==> config.mk <==
export PLATFORM = sky130hd
export DESIGN_NAME = shvc_div_cell
export DESIGN_NICKNAME = d
export VERILOG_FILES = /design/src/rtl/sqrt_hsv_colormap_unit_assert.svh /design/src/rtl/shvc_pkg.sv /design/src/rtl/shvc_div_cell.sv
export SDC_FILE = /design/constraint.sdc
export NUM_CORES = 1
export LEC_CHECK = 0
export ABC_AREA = 1
export BUFFER_PORTS_ARGS = -buffer_cell sky130_fd_sc_hd__buf_2
export CELL_PAD_IN_SITES_DETAIL_PLACEMENT = 1
export CELL_PAD_IN_SITES_GLOBAL_PLACEMENT = 2
export CORE_MARGIN = 2
export CORE_UTILIZATION = 31
export DETAILED_ROUTE_END_ITERATION = 6
export PLACE_DENSITY = 0.86
export SLEW_MARGIN = 20
export SYNTH_ARGS = -nofsm -noshare
export SYNTH_HDL_FRONTEND = slang
export SYNTH_SLANG_ARGS = --single-unit
==> constraint.sdc <==
create_clock -name clk -period 4.8 [get_ports clk]
set_clock_uncertainty 0.05 [all_clocks]
set_input_delay 0.48 -clock clk [delete_from_list [all_inputs] [get_ports clk]]
set_output_delay 0.48 -clock clk [all_outputs]
set_load 0.005 [all_outputs]
==> src/rtl/sqrt_hsv_colormap_unit_assert.svh <==
// Assertion macros for the colormap RTL.
`ifndef SQRT_HSV_COLORMAP_UNIT_ASSERT_SVH
`define SQRT_HSV_COLORMAP_UNIT_ASSERT_SVH

// Same-cycle implication, checked out of reset.
`define SHVC_ASSERT_IMPL(label, ante, cons) \
  label: assert property (@(posedge clk) disable iff (!rst_n) (ante) |-> (cons)) \
    else $error("colormap assertion failed");

// Next-cycle implication, checked out of reset.
`define SHVC_ASSERT_NEXT(label, ante, cons) \
  label: assert property (@(posedge clk) disable iff (!rst_n) (ante) |=> (cons)) \
    else $error("colormap assertion failed");

`endif

==> src/rtl/shvc_pkg.sv <==
package shvc_pkg;

  localparam int unsigned SAMPLE_WIDTH_DEF = 32;
  localparam int unsigned FRAC_BITS_DEF    = 16;

  localparam int unsigned HUE_SPAN   = 270;
  localparam int unsigned SECTOR_DEG = 60;
  localparam int unsigned CHAN_MAX   = 255;

  localparam longint unsigned RANGE_LOW_RESET  = 0;
  localparam longint unsigned RANGE_HIGH_RESET = 65535;

  // register indexes of the configuration port
  localparam logic REG_RANGE_LOW  = 1'b0;
  localparam logic REG_RANGE_HIGH = 1'b1;

  // hue sectors of sixty degrees
  localparam logic [2:0] SEC_RED_YEL  = 3'd0;
  localparam logic [2:0] SEC_YEL_GRN  = 3'd1;
  localparam logic [2:0] SEC_GRN_CYN  = 3'd2;
  localparam logic [2:0] SEC_CYN_BLU  = 3'd3;
  localparam logic [2:0] SEC_BLU_MAG  = 3'd4;
  localparam logic [2:0] SEC_MAG_RED  = 3'd5;

  // normalization outcome that bypasses the divider result
  typedef struct packed {
    logic force_zero;
    logic force_one;
  } norm_flags_t;

endpackage

==> src/rtl/shvc_div_cell.sv <==
module shvc_div_cell import shvc_pkg::*; #(
  parameter int unsigned SAMPLE_WIDTH = SAMPLE_WIDTH_DEF,
  parameter int unsigned FRAC_BITS    = FRAC_BITS_DEF
) (
  input  logic                    clk,
  input  logic                    rst_n,
  input  logic                    adv,
  input  logic                    in_vld,
  input  norm_flags_t             in_flags,
  input  logic [SAMPLE_WIDTH-1:0] in_rem,
  input  logic [SAMPLE_WIDTH-1:0] in_span,
  input  logic [FRAC_BITS-1:0]    in_quo,
  output logic                    out_vld,
  output norm_flags_t             out_flags,
  output logic [SAMPLE_WIDTH-1:0] out_rem,
  output logic [SAMPLE_WIDTH-1:0] out_span,
  output logic [FRAC_BITS-1:0]    out_quo
);

  logic [SAMPLE_WIDTH:0]   twice;
  logic                    ge;
  logic [SAMPLE_WIDTH-1:0] rem_nxt;
  logic [FRAC_BITS-1:0]    quo_nxt;

  logic                    vld_r;
  norm_flags_t             flags_r;
  logic [SAMPLE_WIDTH-1:0] rem_r;
  logic [SAMPLE_WIDTH-1:0] span_r;
  logic [FRAC_BITS-1:0]    quo_r;

  // one restoring step: double, try the divisor, keep one quotient bit
  always_comb begin
    twice   = {in_rem, 1'b0};
    ge      = twice >= {1'b0, in_span};
    rem_nxt = ge ? SAMPLE_WIDTH'(twice - {1'b0, in_span}) : SAMPLE_WIDTH'(twice);
    quo_nxt = {in_quo[FRAC_BITS-2:0], ge};
  end

  always_ff @(posedge clk) begin
    if (!rst_n) begin
      vld_r <= 1'b0;
    end else if (adv) begin
      vld_r <= in_vld;
    end
  end

  always_ff @(posedge clk) begin
    if (adv) begin
      flags_r <= in_flags;
      rem_r   <= rem_nxt;
      span_r  <= in_span;
      quo_r   <= quo_nxt;
    end
  end

  assign out_vld   = vld_r;
  assign out_flags = flags_r;
  assign out_rem   = rem_r;
  assign out_span  = span_r;
  assign out_quo   = quo_r;

endmodule

==> flow_metrics.env <==
export IMPL_status="complete, no violations"
export IMPL_synth_top_area_cell="edfxtp_1"
export IMPL_arrival_ps=2580
export IMPL_critPathTopFamily="simple AND/OR/NAND/NOR gates"
export IMPL_p_comb_share_pct=24.8
export IMPL_rr_endpoint="out_vld$_SDFFE_PN0P_"
export IMPL_cp_end_kind="flop"
export IMPL_timing_final_crit_share_pct=52.8
export IMPL_cts_sinks=83
export IMPL_worst_path_most_repeated_cell="nand2_1"
export IMPL_grt_max_degree=47
export IMPL_clock_latency_ps=350
export IMPL_drive_gt1_share_pct=22.7
export IMPL_area_growth_pct=24.2
export IMPL_maxCapViolations=0
export IMPL_path_buf_inv=3
export IMPL_via_per_inst=4.47
export IMPL_place_hpwl_um=13600
export IMPL_finalHoldViolCount=0
export IMPL_worst_path_max_fanout=33
export IMPL_setup_violations=0
export IMPL_post_cts_resized=0
export IMPL_synth_area_top_cells="edfxtp_1 44%, nand2_1 18%, inv_1 10%, ha_1 7.1%, nand3_1 4.9%"
export IMPL_final_common_cell="nand2_1"
export IMPL_antenna_cells=0
export IMPL_ctsHoldBuffers=0
export IMPL_switching_power_mw=0.689
export IMPL_p_leak_nw=3.79
export IMPL_fmax_mhz=394
export IMPL_max_vdd_ir_drop_uv=165
export IMPL_seq_area_frac_synth_pct=44.0
export IMPL_power_density_nw_per_um2=307
export IMPL_final_setup_tns_ps=0
export IMPL_num_vias=5081
export IMPL_hp_start="in_quo[8]"
export IMPL_fin_ws_ps=2260
export IMPL_cts_made_buffers=9
export IMPL_grt_ovfl_total=0
export IMPL_core_area_um2=17900
export IMPL_cts_tree="yes"
export IMPL_internal_power_mw=1.46
export IMPL_crit_required_ps=4850
export IMPL_slowest_delay_ps=370
export IMPL_netlist_instances=733
export IMPL_dieWidth_um=139
export IMPL_rows=49
export IMPL_p_sw_share_pct=32.0
export IMPL_fin_crit_ps=2540
export IMPL_maxSlewHeadroom_pct=59.9
export IMPL_post_cts_buffers=0
export IMPL_postRouteAntennaNets=0
export IMPL_first_iter_violations=199
export IMPL_initial_core_util_pct=31.5
export IMPL_p_clk_share_pct=33.0
export IMPL_antenna_found_initial=0
export IMPL_grt_pass1_wl_um=27800
export IMPL_hp_class="in2reg"
export IMPL_r2r_start="out_vld$_SDFFE_PN0P_"
export IMPL_htreeDepth=3
export IMPL_first_global_vias=5368
export IMPL_holdPathEnd="out_quo[9]$_DFFE_PP_"
export IMPL_synth_nets=852
export IMPL_fin_nets=1022
export IMPL_die_area_um2=19300
export IMPL_wl_um=17000
export IMPL_ys_warn_count=0
export IMPL_grtUsageTotal_pct=18.0
export IMPL_avgSynthCellArea_um2=7.69
export IMPL_rr_worst_depth=2
export IMPL_synth_seq_cells=83
export IMPL_drc=0
export IMPL_start_kind="input pin"
export IMPL_tightestPinTransition_ps=602
export IMPL_clkTransAtPathRegs_ps=70
export IMPL_layout_common_cells="276 x nand2_1, 166 x buf_2, 150 x inv_1"
export IMPL_slew_violations=0
export IMPL_place_gp_congestion=0.816
export IMPL_rsz0062_at_grt="false"
export IMPL_firstDrtPassIters=4
export IMPL_netlist_area_um2=5640
export IMPL_port_buffers=167
export IMPL_max_clock_path_buffers=2
export IMPL_die_height_um=139
export IMPL_ys_types=28
export IMPL_crit_type="in2reg"
export IMPL_rrSetupSlack_ps=4110
export IMPL_preCtsSetupSlack_ps=1790
export IMPL_sequentialPowerShare_pct=42.2
export IMPL_nFillCells=2285
export IMPL_crit_path_top_delay_cell="ha_1"
export IMPL_cp_cell_sequence="buf_2 > inv_1 > ha_1 > nand2_2 > inv_1 > nand2_1 > nand2_1 > nand2_1 > nand3_2 > nand2_2 > nand2_2 > nand2_4 > nand2_8 > nand2_1 > nand2_1"
export IMPL_holdPathStages=1
export IMPL_pin_count=169
export IMPL_synth_top_area_share_pct=43.7
export IMPL_wl_per_cell_um=15.0
export IMPL_clockRootBuffer="clkbuf_16"
-- worst max path at each step --
stage | start | endpoint | cells past startpoint
floorplan | in_span[3] | out_rem[30]$_DFFE_PP_ | 15
global placement | in_span[3] | out_rem[23]$_DFFE_PP_ | 15
detailed placement | in_span[3] | out_rem[23]$_DFFE_PP_ | 15
CTS | in_span[3] | out_rem[23]$_DFFE_PP_ | 15
global route | in_span[2] | out_rem[28]$_DFFE_PP_ | 15
finish | in_span[3] | out_rem[17]$_DFFE_PP_ | 15
-- power by group through the flow --
stage	Sequential (mW)	Combinational, mW	Clock [mW]
after floorplan	0.938	0.304	0
after global placement	0.922	0.534	0
after detailed placement	0.926	0.545	0
after CTS	0.910	0.547	0.735
after global routing	0.918	0.611	0.757
final	0.908	0.535	0.709
-- area by class of cell --
type | instances | area (um2) | share of cell area (%)
Clock buffer | 9 | 225 | 3.22
Clock inverter | 7 | 78.8 | 1.13
Inverter | 150 | 563 | 8.04
Multi-Input combinational cell | 490 | 2510 | 35.9
Sequential cell | 83 | 2480 | 35.5
Tap cell | 229 | 287 | 4.09
Timing Repair Buffer | 169 | 853 | 12.2
-- Yosys cell counts --
cell type	count
buf_12	1
nor2_4	1
nand2_1	276
buf_2	6
inv_1	150
nand3_2	11
a21o_1	2
nand3b_1	10
buf_6	2
nor2_2	2
nand4_1	3
nand2_8	1
nand2_2	3
nor3_1	7
fa_1	1
buf_4	1
edfxtp_1	82
nand3_1	55
xnor2_1	1
ha_1	32
xor2_1	13
nand2_4	1
a21oi_1	23
nor2_1	36
o21ai_0	2
nor3_2	2
and2_1	8
dfxtp_1	1
-- state kept, by name, indices dropped and copies added, names as in the netlist --
register and flops:
out_flags 2, out_quo 16, out_rem 32, out_span 32, out_vld 1
-- layer usage --
| layer | vias to the layer above | global-route usage, % | part of all wire [%] |
|---|---|---|---|
| met5 | - | 0 | 0 |
| met2 | 96 | 30.2 | 48 |
| met3 | 6 | 3.18 | 3.4 |
| met1 | 2338 | 24.6 | 48 |
| met4 | 0 | 4.04 | 0.76 |
| li1 | 2641 | - | - |
-- cell families (layout without fill, tap and decap cells) --
logic type / after synthesis / in the layout / share of synthesized area (%)
and+or+nand+nor: 416 / 416 / 32.4
buffers and inverters: 160 / 335 / 11.4
DFF: 83 / 83 / 44.0
adders and majority gates: 33 / 33 / 7.46
AOI/OAI and AO/OA: 27 / 27 / 2.49
xor gates and xnor gates: 14 / 14 / 2.17
-- through the flow --
stage / hold slack, ps / instances / total power, mW / util (%) / area (um2)
2_1_floorplan: 475 / 733 / 1.24 / - / 5640
3_3_place_gp: 477 / 1121 / 1.46 / 37.4 / 6700
3_5_place_dp: 486 / 1121 / 1.47 / 37.4 / 6700
4_1_cts: 229 / 1137 / 2.19 / 39.1 / 7000
5_1_grt: 229 / 1137 / 2.29 / 39.1 / 7000
6_report: 244 / 1137 / 2.15 / 39.1 / 7000
Note: power is estimated with default switching activity, not from simulation.
