--- config.mk ---
export PLATFORM = sky130hd
export DESIGN_NAME = shvc_hsv
export DESIGN_NICKNAME = d
export VERILOG_FILES = /design/src/rtl/sqrt_hsv_colormap_unit_assert.svh /design/src/rtl/shvc_pkg.sv /design/src/rtl/shvc_hsv.sv
export SDC_FILE = /design/constraint.sdc
export NUM_CORES = 2
export LEC_CHECK = 0
export BUFFER_PORTS_ARGS = -buffer_cell sky130_fd_sc_hd__buf_4
export CAP_MARGIN = 0
export CORE_UTILIZATION = 30
export CTS_CLUSTER_DIAMETER = 120
export DETAILED_ROUTE_END_ITERATION = 8
export MAX_ROUTING_LAYER = met4
export PLACE_DENSITY = 0.49
export SYNTH_ARGS = -nofsm -noshare
export SYNTH_HDL_FRONTEND = slang
export SYNTH_SLANG_ARGS = --single-unit
--- constraint.sdc ---
create_clock -name clk -period 9.2 [get_ports clk]
set_input_delay 0.92 -clock clk [delete_from_list [all_inputs] [get_ports clk]]
set_output_delay 0.92 -clock clk [all_outputs]
set_load 0.01 [all_outputs]
--- src/rtl/sqrt_hsv_colormap_unit_assert.svh ---
// Assertion macros for the colormap RTL.
`ifndef SQRT_HSV_COLORMAP_UNIT_ASSERT_SVH
`define SQRT_HSV_COLORMAP_UNIT_ASSERT_SVH

// Same-cycle implication, checked out of reset.
`define SHVC_ASSERT_IMPL(label, ante, cons) \
  label: assert property (@(posedge clk) disable iff (!rst_n) (ante) |-> (cons)) \
    else $error("colormap assertion failed");

// Next-cycle implication, checked out of reset.
`define SHVC_ASSERT_NEXT(label, ante, cons) \
  label: assert property (@(posedge clk) disable iff (!rst_n) (ante) |=> (cons)) \
    else $error("colormap assertion failed");

`endif

--- src/rtl/shvc_pkg.sv ---
package shvc_pkg;

  localparam int unsigned SAMPLE_WIDTH_DEF = 32;
  localparam int unsigned FRAC_BITS_DEF    = 16;

  localparam int unsigned HUE_SPAN   = 270;
  localparam int unsigned SECTOR_DEG = 60;
  localparam int unsigned CHAN_MAX   = 255;

  localparam longint unsigned RANGE_LOW_RESET  = 0;
  localparam longint unsigned RANGE_HIGH_RESET = 65535;

  // register indexes of the configuration port
  localparam logic REG_RANGE_LOW  = 1'b0;
  localparam logic REG_RANGE_HIGH = 1'b1;

  // hue sectors of sixty degrees
  localparam logic [2:0] SEC_RED_YEL  = 3'd0;
  localparam logic [2:0] SEC_YEL_GRN  = 3'd1;
  localparam logic [2:0] SEC_GRN_CYN  = 3'd2;
  localparam logic [2:0] SEC_CYN_BLU  = 3'd3;
  localparam logic [2:0] SEC_BLU_MAG  = 3'd4;
  localparam logic [2:0] SEC_MAG_RED  = 3'd5;

  // normalization outcome that bypasses the divider result
  typedef struct packed {
    logic force_zero;
    logic force_one;
  } norm_flags_t;

endpackage

--- src/rtl/shvc_hsv.sv ---
module shvc_hsv import shvc_pkg::*; #(
  parameter int unsigned FRAC_BITS = FRAC_BITS_DEF
) (
  input  logic               clk,
  input  logic               rst_n,
  input  logic               adv,
  input  logic               in_vld,
  input  logic [FRAC_BITS:0] in_sat,
  output logic               out_vld,
  output logic [7:0]         out_red,
  output logic [7:0]         out_green,
  output logic [7:0]         out_blue
);

  localparam int unsigned F  = FRAC_BITS;
  localparam logic [F:0] ONE = {1'b1, {F{1'b0}}};

  logic [F-1:0] ftab [64];

  for (genvar g = 0; g < 64; g++) begin : g_ftab
    if (g < SECTOR_DEG) begin : g_used
      assign ftab[g] = F'((64'(g) << FRAC_BITS) / SECTOR_DEG);
    end else begin : g_unused
      assign ftab[g] = '0;
    end
  end

  logic [4:0]     vld_r;
  logic [F+9:0]   prod1_r;
  logic [F:0]     s1_r;
  logic [F:0]     s2_r;
  logic [2:0]     sec2_r;
  logic [F-1:0]   f2_r;
  logic [2*F:0]   sf3_r;
  logic [2*F+1:0] st3_r;
  logic [F:0]     p3_r;
  logic [2:0]     sec3_r;
  logic [F:0]     p4_r, q4_r, t4_r;
  logic [2:0]     sec4_r;
  logic [7:0]     red_r, green_r, blue_r;

  logic [8:0]     hue;
  logic [2:0]     sec_nxt;
  logic [8:0]     base;
  logic [5:0]     deg;
  logic [F:0]     q_nxt, t_nxt;
  logic [7:0]     pc, qc, tc;
  logic [7:0]     red_nxt, green_nxt, blue_nxt;

  function automatic logic [7:0] to_chan(input logic [FRAC_BITS:0] x);
    logic [FRAC_BITS+8:0] prod;
    prod    = (FRAC_BITS+9)'(x) * (FRAC_BITS+9)'(CHAN_MAX);
    to_chan = prod[FRAC_BITS+7:FRAC_BITS];
  endfunction

  // hue and its sector
  always_comb begin
    hue = 9'(10'(HUE_SPAN) - prod1_r[F+9:F]);
    if (hue >= 9'(5 * SECTOR_DEG)) begin
      sec_nxt = SEC_MAG_RED;
      base    = 9'(5 * SECTOR_DEG);
    end else if (hue >= 9'(4 * SECTOR_DEG)) begin
      sec_nxt = SEC_BLU_MAG;
      base    = 9'(4 * SECTOR_DEG);
    end else if (hue >= 9'(3 * SECTOR_DEG)) begin
      sec_nxt = SEC_CYN_BLU;
      base    = 9'(3 * SECTOR_DEG);
    end else if (hue >= 9'(2 * SECTOR_DEG)) begin
      sec_nxt = SEC_GRN_CYN;
      base    = 9'(2 * SECTOR_DEG);
    end else if (hue >= 9'(SECTOR_DEG)) begin
      sec_nxt = SEC_YEL_GRN;
      base    = 9'(SECTOR_DEG);
    end else begin
      sec_nxt = SEC_RED_YEL;
      base    = '0;
    end
    deg = 6'(hue - base);
  end

  always_comb begin
    q_nxt = ONE - sf3_r[2*F:F];
    t_nxt = (F+1)'({1'b0, ONE} - st3_r[2*F+1:F]);
  end

  always_comb begin
    pc = to_chan(p4_r);
    qc = to_chan(q4_r);
    tc = to_chan(t4_r);
    case (sec4_r)
      SEC_YEL_GRN: begin red_nxt = qc; green_nxt = 8'(CHAN_MAX); blue_nxt = pc; end
      SEC_GRN_CYN: begin red_nxt = pc; green_nxt = 8'(CHAN_MAX); blue_nxt = tc; end
      SEC_CYN_BLU: begin red_nxt = pc; green_nxt = qc; blue_nxt = 8'(CHAN_MAX); end
      SEC_BLU_MAG: begin red_nxt = tc; green_nxt = pc; blue_nxt = 8'(CHAN_MAX); end
      SEC_MAG_RED: begin red_nxt = 8'(CHAN_MAX); green_nxt = pc; blue_nxt = qc; end
      default:     begin red_nxt = 8'(CHAN_MAX); green_nxt = tc; blue_nxt = pc; end
    endcase
  end

  always_ff @(posedge clk) begin
    if (!rst_n) begin
      vld_r <= '0;
    end else if (adv) begin
      vld_r <= {vld_r[3:0], in_vld};
    end
  end

  always_ff @(posedge clk) begin
    if (adv) begin
      prod1_r <= (F+10)'(in_sat) * (F+10)'(HUE_SPAN) + (F+10)'(ONE - 1'b1);
      s1_r    <= in_sat;
      s2_r    <= s1_r;
      sec2_r  <= sec_nxt;
      f2_r    <= ftab[deg];
      sf3_r   <= (2*F+1)'(s2_r) * (2*F+1)'(f2_r);
      st3_r   <= (2*F+2)'(s2_r) * (2*F+2)'(ONE - {1'b0, f2_r});
      p3_r    <= ONE - s2_r;
      sec3_r  <= sec2_r;
      p4_r    <= p3_r;
      q4_r    <= q_nxt;
      t4_r    <= t_nxt;
      sec4_r  <= sec3_r;
      red_r   <= red_nxt;
      green_r <= green_nxt;
      blue_r  <= blue_nxt;
    end
  end

  assign out_vld   = vld_r[4];
  assign out_red   = red_r;
  assign out_green = green_r;
  assign out_blue  = blue_r;

endmodule

==> results.tsv <==
metric	value	unit
status	complete, but fails checks	
violations	DRC	
gp_congestion	0.8751	
period_needed	7.846	ns
top_level_ports	46	
area_delta_synth_final	8.102	%
die-area	117400	µm²
crit_family	adder cells	
synth_cell_type_count	78	
grt_pass1_vias	23907	
numPortBuffers	45	
crit_path_frequent_cell	fa_1	
placed_cell_area	37040	µm²
syn_avg_cell_area	10.17	µm²
syn_inst	3423	
remaining_drc_errors	4	
multiInputGateArea	25260	µm²
ys_seq_elements	189	
syn-num-nets	4528	
maxSlewViolCount	0	
synth.yosys.seq_area_share	0.1615	
hold_viol	0	
crit_type	reg -> reg	
yosys_warnings	0	
die_w	342.7	µm
drt_wl_total	82.71	mm
reg2reg_slack	1.35	ns
clock_path_buffers	2	
cts_max_level	4	
layout.cells.non_filler	4974	
cts_tree	done	
cts_hold_buf	0	
synth_edf_count	184	
first_pass_iters	7	
postCtsSetupBuffers	0	
cts_resized	0	
rows	124	
clock_latency	0.51	ns
rsz0062_at_grt	no	
drv_cap	0	
async_flop_share	0	
core	114700	µm²
dp.cells	4941	
grt-ovfl-total	0	
vias	21988	
required	9.44	ns
synthesis.area	34820	µm²
initialDrtViolationCount	1033	
viasPerCell	4.421	
relSlewSlack	0.1950	
seq_area	5625	µm²
critPathSlowestCell	edfxtp_1	
track_usage	0.1507	
numCtsBuffers	17	
grt_antenna_before_repair	3	
dp_hpwl	71.45	mm
path_clk_slew	0.09	ns
wl_per_cell	16.63	µm
crit_buf_inv	5	
grt_max_degree	66	
stdcell_area	37640	µm²
path_max_fanout	20	
hold_class	reg -> reg	
start_util	0.3037	
critPathMaxStageDelay	0.85	ns
fin_skew	0.02060	ns
setup_tns	0	ns
crit_path_end_kind	flop	
max_freq	0.1275	GHz
cts_root_buf	clkbuf_16	
drive_gt1_frac	0.03872	
postRouteAntennaNets	0	
period_share	0.8529	
setup_viol	0	
worst_pin_slew	1.201	ns
start_kind	flop	
die-height	342.7	µm
nNetsFinal	4553	
clock-sinks	189	
synthFlopType	edfxtp_1	
cp.arrival	8.09	ns
grt_pass1_wl	131.9	mm
fillers	11770	
==> cells by family (layout without fill, tap and decap cells) <==
| kind of cell | after synthesis | after routing | share of synthesized area |
|---|---|---|---|
| AOI/OAI and AO/OA | 311 | 311 | 0.06043 |
| xor gates and xnor gates | 144 | 144 | 0.03665 |
| adders and majority gates | 1084 | 1084 | 0.5356 |
| buffers and inverters | 1052 | 1090 | 0.1135 |
| DFF | 189 | 189 | 0.1615 |
| muxes | 12 | 12 | 0.003485 |
| other | 0 | 1 | 0 |
| and+or+nand+nor | 631 | 631 | 0.08871 |
==> worst paths after layout <==
path | startpoint | endpoint | cells after the start
max | f2_r[13] | st3_r[32] | 25
min | sec3_r[1] | sec4_r[1] | 0
max reg2reg | f2_r[13] | st3_r[32] | 25
min reg2reg | sec3_r[1] | sec4_r[1] | 0
==> registers in the layout, indices dropped and copies added, names as in the netlist <==
register,flops
p3_r,17
p4_r,17
q4_r,17
s1_r,17
s2_r,17
sf3_r,17
st3_r,17
t4_r,17
prod1_r,9
out_blue,8
out_green,8
out_red,8
f2_r,6
vld_r,5
sec2_r,3
sec3_r,3
sec4_r,3
==> cells in the mapped netlist (all sizes together), types with 5 or more instances <==
master / number / share of area
nand4b: 5 / 0.0013
o21a: 17 / 0.0037
nand3b: 10 / 0.0023
a311oi: 5 / 0.0013
clkbuf: 64 / 0.0069
xor2: 38 / 0.0096
a211oi: 15 / 0.0035
or4: 6 / 0.0013
a31oi: 9 / 0.0016
ha: 406 / 0.15
a21o: 36 / 0.0078
o211ai: 8 / 0.0019
nand2: 229 / 0.025
o21bai: 9 / 0.0019
nand4: 8 / 0.0014
o21ai: 57 / 0.0083
xnor2: 106 / 0.027
nor3: 47 / 0.0068
edfxtp: 184 / 0.16
dfxtp: 5 / 0.0029
inv: 980 / 0.11
nor2b: 15 / 0.0027
nor2: 109 / 0.012
nor4: 22 / 0.0041
buf: 8 / 0.0010
fa: 678 / 0.39
nand3: 24 / 0.0034
o31ai: 8 / 0.0017
nand2b: 15 / 0.0027
a22o: 5 / 0.0013
a21oi: 84 / 0.012
a211o: 7 / 0.0018
and3: 12 / 0.0022
mux2i: 11 / 0.0032
or3: 11 / 0.0020
and2: 106 / 0.019
==> worst register-to-register path, delay by kind of cell, from the launching register on <==
kind	cells	cell delay (ns)
AOI/OAI and AO/OA	7	1.69
xor gates and xnor gates	2	0.30
adders and majority gates	8	3.44
buffers and inverters	5	0.82
DFF	1	0.85
and+or+nand+nor	3	0.47
==> layer usage <==
layer | wire [µm] | share of wire | vias up | GRT usage
li1 | - | - | 10602 | -
met1 | 39500 | 0.48 | 10999 | 0.2012
met5 | 0 | 0 | - | -
met4 | 1176 | 0.014 | 0 | 0.03060
met3 | 2611 | 0.032 | 63 | 0.01856
met2 | 39420 | 0.48 | 324 | 0.2451
==> area by class of cell <==
cell class / count / area share
Tap cell: 1512 / 0.05025
Clock buffer: 17 / 0.01130
Multi-Input combinational cell: 2182 / 0.6709
Timing Repair Buffer: 78 / 0.01572
Inverter: 980 / 0.09772
Sequential cell: 189 / 0.1494
Antenna cell: 1 / 0.00006647
Clock inverter: 15 / 0.004587
==> per-stage QoR <==
| step | util | setup WS [ns] | hold WS, ns |
|---|---|---|---|
| CTS | 0.3283 | 1.309 | 0.4162 |
| floorplan | - | 2.329 | 0.4003 |
| finish | 0.3283 | 1.354 | 0.4173 |
| detailed placement | 0.3231 | 1.349 | 0.4045 |
| global route | 0.3283 | 0.8780 | 0.4287 |
| global placement | 0.3231 | 1.389 | 0.4009 |
==> layout by cell type, fill, tap and decap left out, types with 11 or more instances in the layout <==
| master | n |
|---|---|
| and2_1 | 106 |
| clkbuf_16 | 17 |
| and3_1 | 12 |
| a211oi_1 | 13 |
| nor2_1 | 109 |
| nand3_1 | 24 |
| inv_1 | 980 |
| a21oi_1 | 82 |
| o21a_1 | 17 |
| or3_1 | 11 |
| a21o_1 | 36 |
| ha_1 | 406 |
| o21ai_0 | 52 |
| nand2_1 | 229 |
| nor4_1 | 21 |
| xor2_1 | 38 |
| nand2b_1 | 15 |
| nor3_1 | 46 |
| xnor2_1 | 103 |
| buf_4 | 77 |
| mux2i_1 | 11 |
| nor2b_1 | 15 |
| fa_1 | 678 |
| edfxtp_1 | 184 |
Power is not shown: default switching activity piles up to over one toggle a cycle in this logic, so the estimate is an artifact.
