<file path="config.mk">
export PLATFORM = sky130hd
export DESIGN_NAME = shvc_sqrt_cell
export DESIGN_NICKNAME = d
export VERILOG_FILES = /design/src/rtl/sqrt_hsv_colormap_unit_assert.svh /design/src/rtl/shvc_pkg.sv /design/src/rtl/shvc_sqrt_cell.sv
export SDC_FILE = /design/constraint.sdc
export NUM_CORES = 1
export LEC_CHECK = 0
export ABC_CLOCK_PERIOD_IN_PS = 5900
export BUFFER_PORTS_ARGS = -buffer_cell sky130_fd_sc_hd__buf_2
export CAP_MARGIN = 20
export CORE_MARGIN = 3
export CORE_UTILIZATION = 52
export DETAILED_ROUTE_END_ITERATION = 8
export GPL_TIMING_DRIVEN = 0
export PLACE_DENSITY_LB_ADDON = 0.1
export SLEW_MARGIN = 10
export SYNTH_ARGS = -nofsm -noshare
export SYNTH_HDL_FRONTEND = slang
export SYNTH_SLANG_ARGS = --single-unit
</file>
<file path="constraint.sdc">
create_clock -name clk -period 5.9 [get_ports clk]
set_clock_uncertainty 0.15 [all_clocks]
set_input_delay 0.885 -clock clk [delete_from_list [all_inputs] [get_ports clk]]
set_output_delay 0.885 -clock clk [all_outputs]
set_load 0.02 [all_outputs]
</file>
<file path="src/rtl/sqrt_hsv_colormap_unit_assert.svh">
// Assertion macros for the colormap RTL.
`ifndef SQRT_HSV_COLORMAP_UNIT_ASSERT_SVH
`define SQRT_HSV_COLORMAP_UNIT_ASSERT_SVH

// Same-cycle implication, checked out of reset.
`define SHVC_ASSERT_IMPL(label, ante, cons) \
  label: assert property (@(posedge clk) disable iff (!rst_n) (ante) |-> (cons)) \
    else $error("colormap assertion failed");

// Next-cycle implication, checked out of reset.
`define SHVC_ASSERT_NEXT(label, ante, cons) \
  label: assert property (@(posedge clk) disable iff (!rst_n) (ante) |=> (cons)) \
    else $error("colormap assertion failed");

`endif

</file>
<file path="src/rtl/shvc_pkg.sv">
package shvc_pkg;

  localparam int unsigned SAMPLE_WIDTH_DEF = 32;
  localparam int unsigned FRAC_BITS_DEF    = 16;

  localparam int unsigned HUE_SPAN   = 270;
  localparam int unsigned SECTOR_DEG = 60;
  localparam int unsigned CHAN_MAX   = 255;

  localparam longint unsigned RANGE_LOW_RESET  = 0;
  localparam longint unsigned RANGE_HIGH_RESET = 65535;

  // register indexes of the configuration port
  localparam logic REG_RANGE_LOW  = 1'b0;
  localparam logic REG_RANGE_HIGH = 1'b1;

  // hue sectors of sixty degrees
  localparam logic [2:0] SEC_RED_YEL  = 3'd0;
  localparam logic [2:0] SEC_YEL_GRN  = 3'd1;
  localparam logic [2:0] SEC_GRN_CYN  = 3'd2;
  localparam logic [2:0] SEC_CYN_BLU  = 3'd3;
  localparam logic [2:0] SEC_BLU_MAG  = 3'd4;
  localparam logic [2:0] SEC_MAG_RED  = 3'd5;

  // normalization outcome that bypasses the divider result
  typedef struct packed {
    logic force_zero;
    logic force_one;
  } norm_flags_t;

endpackage

</file>
<file path="src/rtl/shvc_sqrt_cell.sv">
module shvc_sqrt_cell import shvc_pkg::*; #(
  parameter int unsigned FRAC_BITS = FRAC_BITS_DEF
) (
  input  logic                   clk,
  input  logic                   rst_n,
  input  logic                   adv,
  input  logic                   in_vld,
  input  logic [2*FRAC_BITS+1:0] in_rad,
  input  logic [FRAC_BITS+2:0]   in_rem,
  input  logic [FRAC_BITS:0]     in_root,
  output logic                   out_vld,
  output logic [2*FRAC_BITS+1:0] out_rad,
  output logic [FRAC_BITS+2:0]   out_rem,
  output logic [FRAC_BITS:0]     out_root
);

  localparam int unsigned RW = FRAC_BITS + 3;
  localparam int unsigned XW = 2 * FRAC_BITS + 2;

  logic [RW-1:0]        rem_s;
  logic [RW-1:0]        trial;
  logic                 ge;
  logic [RW-1:0]        rem_nxt;
  logic [FRAC_BITS:0]   root_nxt;
  logic [XW-1:0]        rad_nxt;

  logic                 vld_r;
  logic [XW-1:0]        rad_r;
  logic [RW-1:0]        rem_r;
  logic [FRAC_BITS:0]   root_r;

  // one root bit: bring down two radicand bits, test root*4+1
  always_comb begin
    rem_s    = {in_rem[RW-3:0], in_rad[XW-1:XW-2]};
    trial    = {in_root, 2'b01};
    ge       = rem_s >= trial;
    rem_nxt  = ge ? (rem_s - trial) : rem_s;
    root_nxt = {in_root[FRAC_BITS-1:0], ge};
    rad_nxt  = {in_rad[XW-3:0], 2'b00};
  end

  always_ff @(posedge clk) begin
    if (!rst_n) begin
      vld_r <= 1'b0;
    end else if (adv) begin
      vld_r <= in_vld;
    end
  end

  always_ff @(posedge clk) begin
    if (adv) begin
      rad_r  <= rad_nxt;
      rem_r  <= rem_nxt;
      root_r <= root_nxt;
    end
  end

  assign out_vld  = vld_r;
  assign out_rad  = rad_r;
  assign out_rem  = rem_r;
  assign out_root = root_r;

endmodule

</file>
==> summary.md, run 1 <==
| Metric | Value |
|---|---|
| Status | `complete, no violations` |
| Leakage | `2.034 nW` |
| Vias after detailed routing | `2564` |
| RSZ-0062 raised after global routing | `false` |
| Max VDD drop | `0.1739 mV` |
| DR pass1 iterations | `4` |
| First-pass GRT wire length | `11200 um` |
| Hpwl dp | `5441 um` |
| Initial core utilization | `0.5396` |
| Routability cong. | `0.8268` |
| Nets | `504` |
| Required time worst endpoint | `5.83 ns` |
| CTS Buf Count | `9` |
| Fmax | `0.3220 GHz` |
| Final period util | `0.5264` |
| Critical path class | `in -> reg` |
| Die H | `87.64 um` |
| Post-synth EDFFs | `68` |
| Post-synthesis cell count | `259` |
| Number of DRC markers after the initial detailed-route iteration | `141` |
| Crit. path cell count | `10` |
| Relative slew slack | `0.4188` |
| Ant diodes | `0` |
| Worst Hold Class | `reg -> reg` |
| Cell taking the most area after synthesis | `edfxtp_1` |
| Ys flop type | `edfxtp_1` |
| Slowest Stage Delay on Critical Path | `0.40 ns` |
| Post-synth top area share | `0.5892` |
| Final setup TNS | `0 ns` |
| Root buffer cell | `clkbuf_8` |
| Gr ovfl total | `0` |
| YS warnings | `0` |
| Worst-path clk slew | `0.07 ns` |
| Largest net degree at the start of global routing | `70` |
| Max-slew violations | `0` |
| Internal power | `963.7 uW` |
| Number of global-route vias before repair | `2362` |
| Final wirelength | `7278 um` |
| WHS Path Cells | `2` |
| Fillers | `505` |
| Register area share after synthesis | `0.5949` |
| Residual DRC | `0` |
| Synthesis-to-layout area growth | `29.35%` |
| WP buf/inv | `4` |
| Worst Reg-to-Reg Cells | `2` |
| Share of cells above drive strength 1 | `0.4303` |
| Switch Pwr | `373.2 uW` |
| Max stage delay cell, worst path | `a211oi_4` |
| Die Area | `7681 sq um` |
| CP arrival | `3.04 ns` |
| Max Buffers Root-to-Sink | `2` |
| Area contributors post-synth | `edfxtp_1 59%, ha_1 6.9%, mux2_4 4.8%, xnor2_1 2.8%, inv_1 2.5%` |
| PortBufs | `140` |
| Routed WL per cell | `14.76 um` |
| Max-Cap Viols | `0` |
| Clk sinks | `69` |
| CP Launch Type | `primary input` |
| Mean Syn Cell Area | `13.38 sq um` |
| Setup crit end kind | `flip-flop` |
| CP top delay family | `compound AO/OA/AOI/OAI gates` |
| Worst Path Max Fanout | `10` |
| Initial antenna violation count | `0` |
| Synth async-reset ratio | `0` |
| CTS hold repair buffers | `0` |
| Top cells by count, synth | `68 x edfxtp_1, 23 x inv_1, 19 x ha_1` |
| H-tree levels | `3` |
| Library cells used by synthesis | `48` |
| Core area | `6422 sq um` |
| CTS resizes | `0` |
| Crit path time final | `3.106 ns` |
| Clk network pwr share | `0.314` |
| DR vias/cell | `5.201` |
| Num rows | `29` |
| CTS tree | `built` |
| Num ports | `145` |
| Worst-margin pin slew | `0.8718 ns` |
| Skew-Pair Late Insertion Delay | `0.33 ns` |
| Width of the die | `87.64 um` |
| Gr usage total | `0.1896` |
| Setup violators final | `0` |
| Synth Register Bits | `69` |
| Place WS | `2.435 ns` |
| Setup WS post-layout | `2.794 ns` |
| Pwr dens | `298.2 nW/um^2` |
| Most frequent cell after synthesis | `edfxtp_1` |
| Overall power | `1.337 mW` |
| Hold slack | `0.3794 ns` |
| Switching Share | `0.2791` |
| Seq pwr share | `0.453` |
| Post-Synthesis Cell Area | `3466 sq um` |
| Detail Route Antenna Nets | `0` |
| Worst-path cell chain | `buf_2 -> inv_1 -> ha_1 -> buf_2 -> nand4_1 -> a2111oi_2 -> a32oi_2 -> a211oi_4 -> buf_8 -> mux2_4` |
| Post-CTS setup buffers | `0` |
| Final hold viol count | `0` |
| Combinational power share | `0.234` |
| Most Frequent Cell on Critical Path | `buf_2` |
[routing by layer]
layer | global-route usage | share of wire | vias up
met5 | 0 | 0 | -
met3 | 0.06397 | 0.073 | 7
met1 | 0.2351 | 0.44 | 1187
met2 | 0.3185 | 0.48 | 101
met4 | 0.05021 | 0.0096 | 0
li1 | - | - | 1269
[power groups by stage]
stage	clock, mW	combinational, mW	sequential (mW)
6_report	0.419	0.312	0.605
5_1_grt	0.453	0.341	0.610
4_1_cts	0.428	0.315	0.606
3_5_place_dp	0	0.313	0.616
3_3_place_gp	0	0.309	0.615
2_1_floorplan	0	0.146	0.681
[worst reg2reg max path, cell delays in order (launching register included)]
cell and delay, ns:
dfxtp_1 0.32, mux2i_1 0.12, nor2b_1 0.06
[layout by cell type (no fill, tap or decap), types with 2 or more instances in the layout]
cell type	count
ha_1	19
edfxtp_1	68
nand2b_1	6
bufinv_16	2
o21a_1	2
o21ai_0	6
mux2i_1	2
a21o_1	6
buf_2	141
and2_1	2
mux2_2	3
xnor2_1	11
xor2_1	4
nor3_1	2
o211ai_1	6
a31oi_1	2
a21boi_0	2
nor2b_1	5
buf_4	3
a21oi_1	16
nand2_1	13
clkbuf_8	9
mux2_4	11
nand4_1	4
a32oi_1	2
inv_1	23
conb_1	2
nor2_1	17
[final timing paths]
kind,startpoint,to,slack [ns]
setup / recovery,in_root[7],out_rem[10],2.79
hold / removal,out_vld,out_vld,0.38
setup reg to reg,out_vld,out_vld,5.16
hold reg to reg,out_vld,out_vld,0.38
[cells by family (layout without fill, tap and decap cells)]
logic type                 after synthesis  count (layout)  share of synthesized area
DFF                                     69              69                     0.5949
AOI/OAI and AO/OA                       57              57                     0.1209
and+or+nand+nor                         53              53                    0.07365
buffers and inverters                   29             185                    0.03971
adders and majority gates               19              19                    0.06859
muxes                                   16              16                    0.06318
xor gates and xnor gates                15              15                    0.03790
other                                    1               2                   0.001082
[flip-flops by register name, summed over array words and instances, names as in the netlist]
name	cells
out_rad	32
out_vld	1
out_root	17
out_rem	19
[area by class of cell]
cell class              count  area [sq um]  share of cell area
flip-flops and latches     69          2062              0.4600
multi-input cells         162          1270              0.2833
repair buffers            140         703.2              0.1569
clock buffers              10         127.6             0.02847
well taps                  77         96.34             0.02149
clock inverters             6         86.33             0.01926
inverters                  23         86.33             0.01926
plain buffers               6         51.30             0.01144
[through the flow]
step / utilization / area [sq um] / std cells
finish: 0.6980 / 4483 / 493
CTS: 0.6980 / 4483 / 493
floorplan: - / 3470 / 260
global route: 0.6980 / 4483 / 493
global placement: 0.6643 / 4267 / 477
detailed placement: 0.6647 / 4269 / 477
No activity file was read; power rests on OpenSTA's default activity.
==> run 2, diff against run 1 <==
--- a/config.mk
+++ b/config.mk
@@ -5,11 +5,11 @@
 export SDC_FILE = /design/constraint.sdc
 export NUM_CORES = 1
 export LEC_CHECK = 0
-export ABC_CLOCK_PERIOD_IN_PS = 5900
+export ABC_CLOCK_PERIOD_IN_PS = 2600
 export BUFFER_PORTS_ARGS = -buffer_cell sky130_fd_sc_hd__buf_2
 export CAP_MARGIN = 20
 export CORE_MARGIN = 3
-export CORE_UTILIZATION = 52
+export CORE_UTILIZATION = 43
 export DETAILED_ROUTE_END_ITERATION = 8
 export GPL_TIMING_DRIVEN = 0
 export PLACE_DENSITY_LB_ADDON = 0.1
==> constraint.sdc (replaced) <==
create_clock -name clk -period 2.6 [get_ports clk]
set_clock_uncertainty 0.15 [all_clocks]
set_input_delay 0.39 -clock clk [delete_from_list [all_inputs] [get_ports clk]]
set_output_delay 0.39 -clock clk [all_outputs]
set_load 0.02 [all_outputs]
==> run 2 against run 1 <==
Register-to-register slack lost 3.3 ns. Via count grew 0.78%. Global-route usage shrank 2.4 points. Largest cell class unchanged.
==> summary.md, run 2 (synthesis results as in run 1) <==
| Metric | Value |
|---|---|
| Status | `complete, no violations` |
| RSZ-0062 raised after global routing | `false` |
| Die Area | `9173 sq um (+19%)` |
| Gr usage total | `0.1659 (-0.02369)` |
| Hpwl dp | `5863 um (+7.8%)` |
| Max-Cap Viols | `0 (unchanged)` |
| Switch Pwr | `858.2 uW (+130%)` |
| Gr ovfl total | `0 (unchanged)` |
| Crit path time final | `2.528 ns` |
| Routed WL per cell | `14.56 um (-1.4%)` |
| Clk sinks | `69 (unchanged)` |
| Relative slew slack | `0.5468 (+0.1280)` |
| CTS Buf Count | `9 (unchanged)` |
| Placed Cells incl. Taps | `503 (+5.5%)` |
| Leakage | `2.072 nW (+1.9%)` |
| Vias after detailed routing | `2584 (+0.78%)` |
| DR pass1 iterations | `4 (unchanged)` |
| Hold slack | `0.07085 ns (-0.3085 ns)` |
| Clk network pwr share | `0.310 (-0.004)` |
| Commonest non-fill, non-tap cell in the layout | `buf_2` |
| Place WS | `-0.3812 ns (-2.816 ns)` |
| Setup crit end kind | `flip-flop` |
| Internal power | `2.214 mW (+130%)` |
| Num ports | `145 (unchanged)` |
| Routability cong. | `0.8694 (+5.2%)` |
| Initial core utilization | `0.4462 (-0.09345)` |
| Worst Hold Class | `in -> reg` |
| Num rows | `32 (+10%)` |
| Residual DRC | `0 (unchanged)` |
| Max VDD drop | `0.2318 mV (+33%)` |
| PortBufs | `140 (unchanged)` |
| Worst Reg-to-Reg Cells | `2 (unchanged)` |
| Final Cell Area | `4624 sq um (+3.2%)` |
| Final period util | `0.9722` |
| Combinational power share | `0.244 (+0.010)` |
| Width of the die | `95.78 um (+9.3%)` |
| Critical path class | `in -> reg` |
| WHS Path Cells | `1 (-1)` |
| Worst R2R Setup Slack | `1.86 ns (-3.30 ns)` |
| Largest net degree at the start of global routing | `48 (-31%)` |
| Switching Share | `0.2793 (about the same)` |
| Most frequent cells in the layout | `141 x buf_2, 68 x edfxtp_1, 23 x inv_1` |
| Worst-margin pin slew | `0.6766 ns (-0.1952 ns)` |
| Final hold viol count | `0 (unchanged)` |
| Final wirelength | `7628 um (+4.8%)` |
| H-tree levels | `3 (unchanged)` |
| Initial antenna violation count | `1 (+1)` |
| Worst Path Max Fanout | `7 (-3)` |
| Number of DRC markers after the initial detailed-route iteration | `118 (-16%)` |
| Max Buffers Root-to-Sink | `2 (unchanged)` |
| Fillers | `655 (+30%)` |
| First-pass GRT wire length | `11670 um (+4.2%)` |
| CP arrival | `2.48 ns (-0.56 ns)` |
| Number of global-route vias before repair | `2460 (+4.1%)` |
| Root buffer cell | `clkbuf_8` |
| Skew-Pair Late Insertion Delay | `0.33 ns (about the same)` |
| Max-slew violations | `0 (unchanged)` |
| CP Launch Type | `primary input` |
| Share of cells above drive strength 1 | `0.4466 (+0.01627)` |
| Seq pwr share | `0.446 (-0.007)` |
| Setup violators final | `0 (unchanged)` |
| Pwr dens | `664.4 nW/um^2 (+120%)` |
| Setup WS post-layout | `0.07220 ns (-2.722 ns)` |
| Die H | `95.78 um (+9.3%)` |
| Detail Route Antenna Nets | `0 (unchanged)` |
| Cell Area, Placed | `4345 sq um (+1.8%)` |
| Max reg flops | `32 (unchanged)` |
| CTS tree | `built` |
| Fmax | `0.3956 GHz` |
| Required time worst endpoint | `2.55 ns (-3.28 ns)` |
| Worst-path clk slew | `0.08 ns (about the same)` |
| Synthesis-to-layout area growth | `33.43%` |
| Core area | `7767 sq um (+21%)` |
| Nets | `509 (+0.99%)` |
| DR vias/cell | `4.931 (-5.2%)` |
| Finished Layout Cells | `524 (+6.3%)` |
==> run 2: cell count changes in the layout (fill, tap and decap cells not counted), sizes merged <==
cell,change
buf,+4
clkbuf,+1
diode,+1
==> run 2: critical path, cell delays in order <==
cell       delay (ns)
buf_2            0.10
inv_1            0.05
ha_2             0.31
a21o_1           0.22
a211o_1          0.32
a311oi_4         0.36
a211oi_4         0.11
buf_4            0.16
clkbuf_16        0.16
mux2_4           0.29
==> run 2: power by group through the flow <==
stage	Combinational, mW	Clock [mW]	Sequential, mW
after floorplan	0.335	0	1.54
after global placement	0.714	0	1.40
after detailed placement	0.726	0	1.40
after CTS	0.731	0.977	1.37
after global routing	0.821	1.04	1.38
final	0.749	0.953	1.37
==> run 2: cell type report <==
type	count	area (sq um)	area share
diodes	1	2.502	0.0005411
plain buffers	6	51.30	0.01109
clock buffers	10	127.6	0.02760
clock inverters	6	86.33	0.01867
inverters	23	86.33	0.01867
multi-input cells	162	1310	0.2833
flip-flops and latches	69	2062	0.4459
well taps	102	127.6	0.02760
repair buffers	145	770.7	0.1667
==> run 2: repair_timing <==
item / 4_1_cts / 5_1_grt
cloned: 0 / 1
pin swaps: 1 / 3
hold buffers: 0 / 0
setup endpoints to repair: 6 / 13
endpoints found under the hold margin: 0 / 0
resized for setup: 0 / 4
buffers inserted: 1 / 2
==> run 2: path summary, 6_finish.rpt <==
check / from / to
worst min-delay path: in_rad[28] / out_rad[30]
worst min register to register: out_vld / out_vld
worst max register to register: out_vld / out_vld
worst max-delay path: in_root[14] / out_rem[4]
==> run 2: through the flow <==
stage	power, mW	TNS [ns]	utilization
after detailed placement	2.121	-5.227	0.5594
after global placement	2.110	-4.485	0.5565
after CTS	3.080	0	0.5880
final	3.073	0	0.5954
after global routing	3.240	0	0.5954
after floorplan	1.880	0	-
==> run 2: per-layer routing <==
layer	GRT usage	wire [um]	part of all wire
met3	0.05551	751	0.098
met1	0.2165	3332	0.44
met2	0.2629	3436	0.45
met5	0	0	0
met4	0.04976	108	0.014
